[src/design/ucp_pkg.sv]
// Shared types, character codes and the direction table of the drive command parser.
package ucp_pkg;

  localparam int unsigned ADDR_LEN_DEF = 15;

  localparam logic [7:0] CH_START = 8'h5E;  // '^'
  localparam logic [7:0] CH_ZERO  = 8'h30;  // '0'
  localparam logic [7:0] CH_NINE  = 8'h39;  // '9'
  localparam logic [7:0] CH_R     = 8'h72;  // 'r'
  localparam logic [7:0] CH_EQ    = 8'h3D;  // '='
  localparam logic [7:0] CH_O     = 8'h6F;  // 'o'

  localparam logic [3:0] DIR_NONE = 4'd13;

  typedef enum logic [2:0] {
    PS_IDLE  = 3'd0,
    PS_F1    = 3'd1,
    PS_F2    = 3'd2,
    PS_F3    = 3'd3,
    PS_F4    = 3'd4,
    PS_DIR   = 3'd5,
    PS_DIGIT = 3'd6
  } ucp_state_t;

  // Command side of one result item, values after the byte's update.
  typedef struct packed {
    logic       done;
    logic [3:0] dir;
    logic [4:0] dur;
    logic [7:0] cnt;
  } ucp_cmd_t;

  // Address capture side of one result item.
  typedef struct packed {
    logic       written;
    logic [3:0] slot;
    logic       active;
  } ucp_cap_t;

  // Dense direction code of a letter, or DIR_NONE for anything else.
  function automatic logic [3:0] letter_code(input logic [7:0] b);
    logic [3:0] code;
    unique case (b)
      8'h46:   code = 4'd0;   // F
      8'h42:   code = 4'd1;   // B
      8'h4C:   code = 4'd2;   // L
      8'h52:   code = 4'd3;   // R
      8'h43:   code = 4'd4;   // C
      8'h4F:   code = 4'd5;   // O
      8'h54:   code = 4'd6;   // T
      8'h48:   code = 4'd7;   // H
      8'h50:   code = 4'd8;   // P
      8'h4B:   code = 4'd9;   // K
      8'h4D:   code = 4'd10;  // M
      8'h4E:   code = 4'd11;  // N
      8'h5A:   code = 4'd12;  // Z
      default: code = DIR_NONE;
    endcase
    return code;
  endfunction

endpackage

[src/design/ucp_ram.sv]
// Generic single-write, single-read RAM with registered read data.
module ucp_ram #(
  parameter int unsigned WIDTH = 8,
  parameter int unsigned DEPTH = 16,
  parameter int unsigned AW    = (DEPTH > 1) ? $clog2(DEPTH) : 1
) (
  input  logic             clk,
  input  logic             wr_en,
  input  logic [AW-1:0]    wr_addr,
  input  logic [WIDTH-1:0] wr_data,
  input  logic [AW-1:0]    rd_addr,
  output logic [WIDTH-1:0] rd_data
);

  logic [WIDTH-1:0] mem [DEPTH];

  always_ff @(posedge clk) begin
    if (wr_en) begin
      mem[wr_addr] <= wr_data;
    end
    rd_data <= mem[rd_addr];
  end

endmodule

[src/design/ucp_parser.sv]
// Command frame recogniser: parse state, direction, duration and command counter.
module ucp_parser (
  input  logic              clk,
  input  logic              rst_n,
  input  logic              en,
  input  logic [7:0]        rx_byte,
  output ucp_pkg::ucp_cmd_t cmd
);
  import ucp_pkg::*;

  ucp_state_t state_r, state_nxt;
  logic [3:0] dir_r, dir_nxt;
  logic [4:0] dur_r, dur_nxt;
  logic [7:0] cnt_r, cnt_nxt;
  logic       done;
  logic [3:0] code;

  always_ff @(posedge clk) begin
    if (!rst_n) begin
      state_r <= PS_IDLE;
      dir_r   <= DIR_NONE;
      dur_r   <= '0;
      cnt_r   <= '0;
    end else if (en) begin
      state_r <= state_nxt;
      dir_r   <= dir_nxt;
      dur_r   <= dur_nxt;
      cnt_r   <= cnt_nxt;
    end
  end

  always_comb begin
    state_nxt = state_r;
    dir_nxt   = dir_r;
    dur_nxt   = dur_r;
    cnt_nxt   = cnt_r;
    done      = 1'b0;
    code      = letter_code(rx_byte);
    if (rx_byte == CH_START) begin
      state_nxt = PS_F1;
    end else begin
      unique case (state_r)
        PS_F1, PS_F2, PS_F3, PS_F4: begin
          // Frame digits '1' to '4' follow the state number.
          if (rx_byte == CH_ZERO + 8'(state_r)) begin
            state_nxt = ucp_state_t'(state_r + 3'd1);
          end
        end
        PS_DIR: begin
          if (code != DIR_NONE) begin
            dir_nxt   = code;
            state_nxt = PS_DIGIT;
          end
        end
        PS_DIGIT: begin
          if (rx_byte > CH_ZERO && rx_byte < CH_NINE) begin
            // Low nibble of '1'..'8' is the digit itself.
            dur_nxt   = 5'(rx_byte[3:0]) * 5'd3;
            cnt_nxt   = (cnt_r == 8'hFF) ? cnt_r : cnt_r + 8'd1;
            state_nxt = PS_IDLE;
            done      = 1'b1;
          end
        end
        default: state_nxt = state_r;
      endcase
    end
  end

  assign cmd.done = done;
  assign cmd.dir  = dir_nxt;
  assign cmd.dur  = dur_nxt;
  assign cmd.cnt  = cnt_nxt;

endmodule

[src/design/ucp_capture.sv]
// Address capture: 'r=' marker detection, store fill count and the address store.
module ucp_capture #(
  parameter int unsigned ADDR_LEN = ucp_pkg::ADDR_LEN_DEF
) (
  input  logic              clk,
  input  logic              rst_n,
  input  logic              en,
  input  logic [7:0]        rx_byte,
  output ucp_pkg::ucp_cap_t cap
);
  import ucp_pkg::*;

  localparam int unsigned CW = $clog2(ADDR_LEN + 1);
  localparam int unsigned AW = (ADDR_LEN > 1) ? $clog2(ADDR_LEN) : 1;

  logic [7:0]    prev_r, prev2_r;
  logic          flag_r, flag_nxt;
  logic [CW-1:0] cnt_r;
  logic          wr;

  assign flag_nxt = flag_r || (prev2_r == CH_R && prev_r == CH_EQ);
  assign wr       = flag_nxt && (cnt_r < CW'(ADDR_LEN));

  always_ff @(posedge clk) begin
    if (!rst_n) begin
      prev_r  <= CH_O;
      prev2_r <= CH_O;
      flag_r  <= 1'b0;
      cnt_r   <= '0;
    end else if (en) begin
      prev_r  <= rx_byte;
      prev2_r <= prev_r;
      flag_r  <= flag_nxt;
      if (wr) begin
        cnt_r <= cnt_r + CW'(1);
      end
    end
  end

  ucp_ram #(
    .WIDTH (8),
    .DEPTH (ADDR_LEN),
    .AW    (AW)
  ) u_store (
    .clk     (clk),
    .wr_en   (en && wr),
    .wr_addr (AW'(cnt_r)),
    .wr_data (rx_byte),
    .rd_addr ('0),
    .rd_data ()
  );

  assign cap.written = wr;
  assign cap.slot    = wr ? 4'(cnt_r) : 4'd0;
  assign cap.active  = flag_nxt;

endmodule

[src/design/uart_drive_command_parser_top.sv]
// Top level of the drive command parser: input register, parse logic and result register.
//
//  channel | dir | ports                              | item
//  --------+-----+------------------------------------+---------------------------------
//  in      | in  | in_tvalid, in_tready, in_tdata[7:0] | one received byte
//  out     | out | out_tvalid, out_tready, out_tdata   | echo plus command/capture status
//
// Each accepted byte is held in the input register, then passes through the parse and
// capture logic into the result register. A byte is accepted in every cycle while the
// result side keeps taking items. Reset (rst_n low, synchronous) empties both registers
// and returns the parser and capture state to idle. A stall on the result side holds the
// result and, once the input register is full, lowers in_tready.
module uart_drive_command_parser_top #(
  parameter int unsigned ADDR_LEN = ucp_pkg::ADDR_LEN_DEF
) (
  input  logic        clk,
  input  logic        rst_n,
  input  logic        in_tvalid,
  output logic        in_tready,
  input  logic [7:0]  in_tdata,   // [7:0] rx_byte
  output logic        out_tvalid,
  input  logic        out_tready,
  // [7:0] echo_byte, [8] command_done, [12:9] direction_code, [17:13] duration_units,
  // [25:18] command_count, [26] addr_written, [30:27] addr_slot, [31] capture_active
  output logic [31:0] out_tdata
);
  import ucp_pkg::*;

  logic       in_valid_r;
  logic [7:0] in_byte_r;
  logic       out_valid_r;
  logic [31:0] out_data_r, out_data_nxt;
  logic       out_free;
  logic       step;
  ucp_cmd_t   cmd;
  ucp_cap_t   cap;

  assign out_free  = !out_valid_r || out_tready;
  assign step      = in_valid_r && out_free;
  assign in_tready = !in_valid_r || out_free;

  always_ff @(posedge clk) begin
    if (!rst_n) begin
      in_valid_r  <= 1'b0;
      out_valid_r <= 1'b0;
    end else begin
      if (in_tready) begin
        in_valid_r <= in_tvalid;
      end
      if (out_free) begin
        out_valid_r <= in_valid_r;
      end
    end
  end

  always_ff @(posedge clk) begin
    if (in_tready && in_tvalid) begin
      in_byte_r <= in_tdata;
    end
    if (step) begin
      out_data_r <= out_data_nxt;
    end
  end

  ucp_parser u_parser (
    .clk     (clk),
    .rst_n   (rst_n),
    .en      (step),
    .rx_byte (in_byte_r),
    .cmd     (cmd)
  );

  ucp_capture #(
    .ADDR_LEN (ADDR_LEN)
  ) u_capture (
    .clk     (clk),
    .rst_n   (rst_n),
    .en      (step),
    .rx_byte (in_byte_r),
    .cap     (cap)
  );

  assign out_data_nxt = {cap.active, cap.slot, cap.written, cmd.cnt, cmd.dur, cmd.dir,
                         cmd.done, in_byte_r};

  assign out_tvalid = out_valid_r;
  assign out_tdata  = out_data_r;

endmodule

[config.mk]
export PLATFORM = sky130hd
export DESIGN_NAME = uart_drive_command_parser_top
export DESIGN_NICKNAME = d
export VERILOG_FILES = /design/src/design/ucp_pkg.sv /design/src/design/ucp_ram.sv /design/src/design/ucp_parser.sv /design/src/design/ucp_capture.sv /design/src/design/uart_drive_command_parser_top.sv
export SDC_FILE = /design/constraint.sdc
export NUM_CORES = 1
export LEC_CHECK = 0
export ABC_CLOCK_PERIOD_IN_PS = 5080
export BUFFER_PORTS_ARGS = -buffer_cell sky130_fd_sc_hd__buf_2
export CAP_MARGIN = 15
export CORE_ASPECT_RATIO = 1.1
export CORE_UTILIZATION = 58
export CTS_CLUSTER_DIAMETER = 30
export DETAILED_ROUTE_END_ITERATION = 10
export PLACE_DENSITY = 0.8
export SLEW_MARGIN = 10
export SYNTH_ARGS = -nofsm -noshare
export SYNTH_HDL_FRONTEND = slang
export SYNTH_HIERARCHICAL = 1
export SYNTH_SLANG_ARGS = --single-unit
[constraint.sdc]
create_clock -name clk -period 5.08 [get_ports clk]
set_clock_uncertainty 0.1 [all_clocks]
set_input_delay 0.254 -clock clk [delete_from_list [all_inputs] [get_ports clk]]
set_output_delay 0.254 -clock clk [all_outputs]
set_load 0.02 [all_outputs]
==> results of run 1 <==
-- kinds of logic (layout without fill, tap and decap cells) --
| family | Yosys count | in the layout | synth area share, % |
|---|---|---|---|
| AND/OR/NAND/NOR | 134 | 134 | 18.8 |
| flip-flops | 83 | 83 | 51.7 |
| AO/OA/AOI/OAI | 51 | 51 | 9.19 |
| multiplexers | 33 | 33 | 8.56 |
| buffers and inverters | 28 | 83 | 3.26 |
| adder cells (fa/ha/maj) | 16 | 16 | 5.20 |
| XOR/XNOR | 15 | 15 | 3.29 |
-- registers in the layout, indices dropped and copies added (netlist names) --
register	cells
in_valid_r	1
u_parser/state_r	3
u_capture/cnt_r	4
out_tvalid	1
u_parser/dir_r	4
u_parser/cnt_r	8
u_capture/flag_r	1
out_tdata	32
u_capture/prev2_r	8
u_parser/dur_r	5
in_byte_r	8
u_capture/prev_r	8
-- worst max-delay path: stages, from the launching register on --
cell,delay [ns]
edfxtp_1,0.54
inv_1,0.13
ha_1,0.30
mux2_2,0.39
nor4_2,0.77
o21a_1,0.46
mux2_2,0.38
-- report_power, final --
part           internal, W  switching [W]
registers         0.000725      0.0000173
logic            0.0000437      0.0000662
clock network     0.000206       0.000226
total             0.000975       0.000309
-- stage by stage --
stage | setup WS, ns | cells | hold slack (ns)
after floorplan | 1.43 | 360 | 0.225
after global placement | 1.91 | 474 | 0.331
after detailed placement | 1.82 | 474 | 0.332
after CTS | 1.82 | 497 | 0.0678
after global routing | 1.53 | 497 | 0.0829
final | 1.77 | 497 | 0.0737
-- path summary, 6_finish.rpt --
kind,startpoint,endpoint,slack [ns],depth (start not counted)
max,in_byte_r[1],out_tdata[19],1.77,6
max reg2reg,in_byte_r[1],out_tdata[19],1.77,6
min reg2reg,u_capture/prev2_r[6],u_capture/prev2_r[6],0.38,2
min,in_tvalid,in_valid_r,0.07,3
-- placed cells by master, fill, tap and decap left out, drive strengths merged, types with 11 or more instances in the layout --
| cell | instances |
|---|---|
| nand2 | 35 |
| buf | 46 |
| o21ai | 11 |
| ha | 15 |
| clkbuf | 12 |
| edfxtp | 40 |
| nor2 | 28 |
| nand3 | 12 |
| inv | 14 |
| dfxtp | 43 |
| mux2i | 24 |
-- cell type report --
type	count	area share [%]
clock buffer	12	3.46
clock inverter	3	0.471
inverter	14	1.16
multi-input combinational	249	40.1
sequential	83	45.6
tap	82	2.27
timing repair buffer	54	6.92
-- layer usage --
layer,track usage [%],vias up
met2,39.7,80
li1,-,1398
met3,5.61,15
met1,28.4,1367
met4,8.12,0
met5,0,-
==> flow_summary.ini, run 1 <==
[setup_path]
critPathRequiredTime_ns = 5.07
worstSetupPathType = reg -> reg
startpoint_type = register
end_kind = register
arrival_ns = 3.30
crit_path_max_fanout = 11

[global_routing]
track_usage_pct = 23.2
grt_max_degree = 40
grt_pass1_vias = 2722
grt-ovfl-total = 0
grt_antenna_before_repair = 0
grt_pass1_wl_um = 12700

[finish]
seq_area_sq_um = 2060
post-route-util_pct = 68.2
nNetsFinal = 439
diodes = 0
design_area_sq_um = 4520
layout-drive-gt1-share_pct = 20.7
multi_input_area_sq_um = 1810
num-fill-cells = 499
area_delta_synth_final_pct = 13.3

[floorplan]
die_width_um = 81.1
ioPinCount = 46
start_util_pct = 60.2
core_sq_um = 6630
die_area_sq_um = 7220
rows = 31
dieHeight_um = 89.0

[synthesis]
synthesis.area_sq_um = 3990
yosys-top-cells-count = 43 x dfxtp_1, 40 x edfxtp_1, 35 x nand2_1
yosys.area.top_type = edfxtp_1
synth_flop_cell = dfxtp_1
synth_fp_nets = 388
netlist.area_leader.share_pct = 30.1
netlist_instances = 360
synth.most_common_cell = dfxtp_1
synth-seq-cells = 83
async_reset_ff_share_pct = 0
yosys-top-cells-area = edfxtp_1 30%, dfxtp_1 22%, mux2i_1 6.0%
avgSynthCellArea_sq_um = 11.1
ys_seq_area_share_pct = 51.7
yosysWarnings = 6
synth_cell_types = 61
synth_edf_count = 40

[route]
wl_per_cell_um = 15.4
met1_length_um = 3360
highest_layer = met4
routed_wirelength_um = 7660
wl_met3_um = 362
vias = 2860
drt-pass1-iter-count = 5
drtIter0Drc = 207
antenna_left = 0
route.detailed.drc = 0
routed-wl-met2_um = 3780
routed_via_density = 5.75

[place]
io_buffers = 45
dpl.hpwl_um = 5240
gp_congestion = 0.876
placed_cell_area_sq_um = 4260

[sta]
slew_headroom_pct = 31.7
worst_pin_slew_ns = 1.02
finalSetupViolCount = 0
hold_viol_final = 0
rsz0062_at_grt = false
fin_crit_ns = 3.31
min_period_over_period_pct = 65.1
fmax_mhz = 302
setup_tns_ns = 0
drv_slew = 0

[power]
power_density_nw_per_um2 = 284
finalPower_w = 0.00128
p_leak_nw = 1.76
ir_drop_mv = 0.233

[outcome]
status = complete, no violations

[clock_tree]
h-tree-depth = 3
cts_setup_buffers = 0
tritoncts = built
clk_latency_ns = 0.34
cts-buffers-inserted = 9
cts_resized = 0
cts.sink_count = 83
cts_buffer_depth = 2
clk_pin_slew_ns = 0.08
cts_hold_buf = 8
cts-root-buf = clkbuf_8

[job]
drv_cap = 0

[worst_hold_path]
holdCritPathClass = in -> reg
Power figures use the tool's default switching activity.
==> run 2: changes to the inputs <==
--- a/config.mk
+++ b/config.mk
@@ -5,14 +5,14 @@
 export SDC_FILE = /design/constraint.sdc
 export NUM_CORES = 1
 export LEC_CHECK = 0
-export ABC_CLOCK_PERIOD_IN_PS = 5080
+export ABC_CLOCK_PERIOD_IN_PS = 2840
 export BUFFER_PORTS_ARGS = -buffer_cell sky130_fd_sc_hd__buf_2
 export CAP_MARGIN = 15
 export CORE_ASPECT_RATIO = 1.1
-export CORE_UTILIZATION = 58
+export CORE_UTILIZATION = 52
 export CTS_CLUSTER_DIAMETER = 30
 export DETAILED_ROUTE_END_ITERATION = 10
-export PLACE_DENSITY = 0.8
+export PLACE_DENSITY = 0.76
 export SLEW_MARGIN = 10
 export SYNTH_ARGS = -nofsm -noshare
 export SYNTH_HDL_FRONTEND = slang
==> constraint.sdc (replaced) <==
create_clock -name clk -period 2.84 [get_ports clk]
set_clock_uncertainty 0.1 [all_clocks]
set_input_delay 0.142 -clock clk [delete_from_list [all_inputs] [get_ports clk]]
set_output_delay 0.142 -clock clk [all_outputs]
set_load 0.02 [all_outputs]
==> run 2 against run 1 <==
Wire length grew 0.57%. Design area is 1.5% higher. Combinational power rose by 90%. Flip-flop and latch count did not move. Final cell count grew 3.2%. Largest cell class unchanged. Critical path depth rose by 2.
==> flow_summary.ini, run 2 (same netlist as run 1, synthesis figures left out) <==
[route]
drtIter0Drc = 127
route.detailed.drc = 0
vias = 2831
routed_via_density = 5.52
drt-pass1-iter-count = 4
antenna_left = 0
routed_wirelength_um = 7700
wl_per_cell_um = 15.0

[sta]
slew_headroom_pct = 49.1
drv_slew = 0
fin_ws_ns = 0.303
worst_pin_slew_ns = 0.763
rsz0062_at_grt = false
min_period_over_period_pct = 89.3
setup_tns_ns = 0
finalSetupViolCount = 0
fmax_mhz = 394
hold_viol_final = 0
fin_crit_ns = 2.54

[power]
comb_power_share_pct = 9.3
power_density_nw_per_um2 = 490
pwr-share-clk_pct = 31.8
finalPower_w = 0.00225
ir_drop_mv = 0.395
p_seq_share_pct = 58.9
switching_power_w = 0.000549
p_leak_nw = 1.80
netSwitchingFraction_pct = 24.5
power.internal_w = 0.00170

[floorplan]
die_width_um = 85.5
core_sq_um = 7430
dieHeight_um = 93.9
start_util_pct = 53.7
rows = 33
die_area_sq_um = 8030
ioPinCount = 46

[global_routing]
grt_pass1_vias = 2711
grt_max_degree = 33
grt_antenna_before_repair = 0
track_usage_pct = 20.5
grt_pass1_wl_um = 12900
grt-ovfl-total = 0

[clock_tree]
cts_buffer_depth = 2
cts-buffers-inserted = 9
cts_resized = 0
clk_latency_ns = 0.35
tritoncts = built
h-tree-depth = 3
cts.sink_count = 83
cts-root-buf = clkbuf_8
cts_setup_buffers = 0
cts_hold_buf = 9
clk_pin_slew_ns = 0.08

[setup_path]
critPathRequiredTime_ns = 2.98
end_kind = register
arrival_ns = 2.67
crit_path_max_fanout = 7
startpoint_type = register
worstSetupPathType = reg -> reg

[finish]
area_delta_synth_final_pct = 15.0
nNetsFinal = 449
num-fill-cells = 629
final_common_cell = buf_2
layout-drive-gt1-share_pct = 22.5
diodes = 0
final_cell_mix = 45 x buf_2, 43 x dfxtp_1, 40 x edfxtp_1
largest_reg_flops = 32

[place]
pre_cts_slack_ns = 0.368
io_buffers = 45
dpl.hpwl_um = 5200
gp_congestion = 0.887

[worst_hold_path]
holdCritPathClass = in -> reg

[job]
drv_cap = 0

[outcome]
status = complete, no violations
## run 2: layout make-up
cell class | count | area [sq um] | area share (%)
clock inverters | 5 | 30.0 | 0.654
multi-input cells | 249 | 1810 | 39.5
repair buffers | 64 | 390 | 8.51
clock buffers | 11 | 131 | 2.86
well taps | 87 | 109 | 2.37
flip-flops and latches | 83 | 2060 | 44.9
inverters | 14 | 52.6 | 1.15
## run 2: layer usage
metal / vias up / wire length (um) / GRT usage (%)
li1: 1415 / - / -
met5: - / 0 / 0
met4: 0 / 76 / 6.94
met2: 43 / 3870 / 35.9
met1: 1367 / 3530 / 25.2
met3: 6 / 224 / 4.13
## run 2: power by group through the flow
stage / registers (W) / logic, W / clock network (W)
2_1_floorplan: 0.00137 / 0.000106 / 0
3_3_place_gp: 0.00135 / 0.000196 / 0
3_5_place_dp: 0.00135 / 0.000199 / 0
4_1_cts: 0.00132 / 0.000209 / 0.000743
5_1_grt: 0.00133 / 0.000227 / 0.000784
6_report: 0.00132 / 0.000209 / 0.000714
## run 2: final timing paths
check                            start                    to  slack (ns)  cells past startpoint
setup / recovery          in_byte_r[1]   u_parser/state_r[1]        0.30                      8
hold reg to reg   u_capture/prev2_r[5]  u_capture/prev2_r[5]        0.37                      2
setup reg to reg          in_byte_r[1]   u_parser/state_r[1]        0.30                      8
hold / removal              out_tready            in_valid_r        0.04                      3
## run 2: through the flow
stage	hold slack, ns	instances	util, %	instance area [sq um]
after detailed placement	0.220	488	58.4	4340
after global routing	0.0596	513	61.7	4590
final	0.0408	513	61.7	4590
after floorplan	0.113	360	-	4000
after global placement	0.218	488	58.4	4340
after CTS	0.0279	513	61.7	4590
## run 2: critical path, cell delays in order, from the launching register on
cell and delay (ns):
edfxtp_1 0.40, inv_1 0.10, ha_1 0.31, mux2_2 0.39, nor3_1 0.13, o21ai_0 0.11, a211oi_2 0.39, mux2_2 0.38
o311a_1 0.12
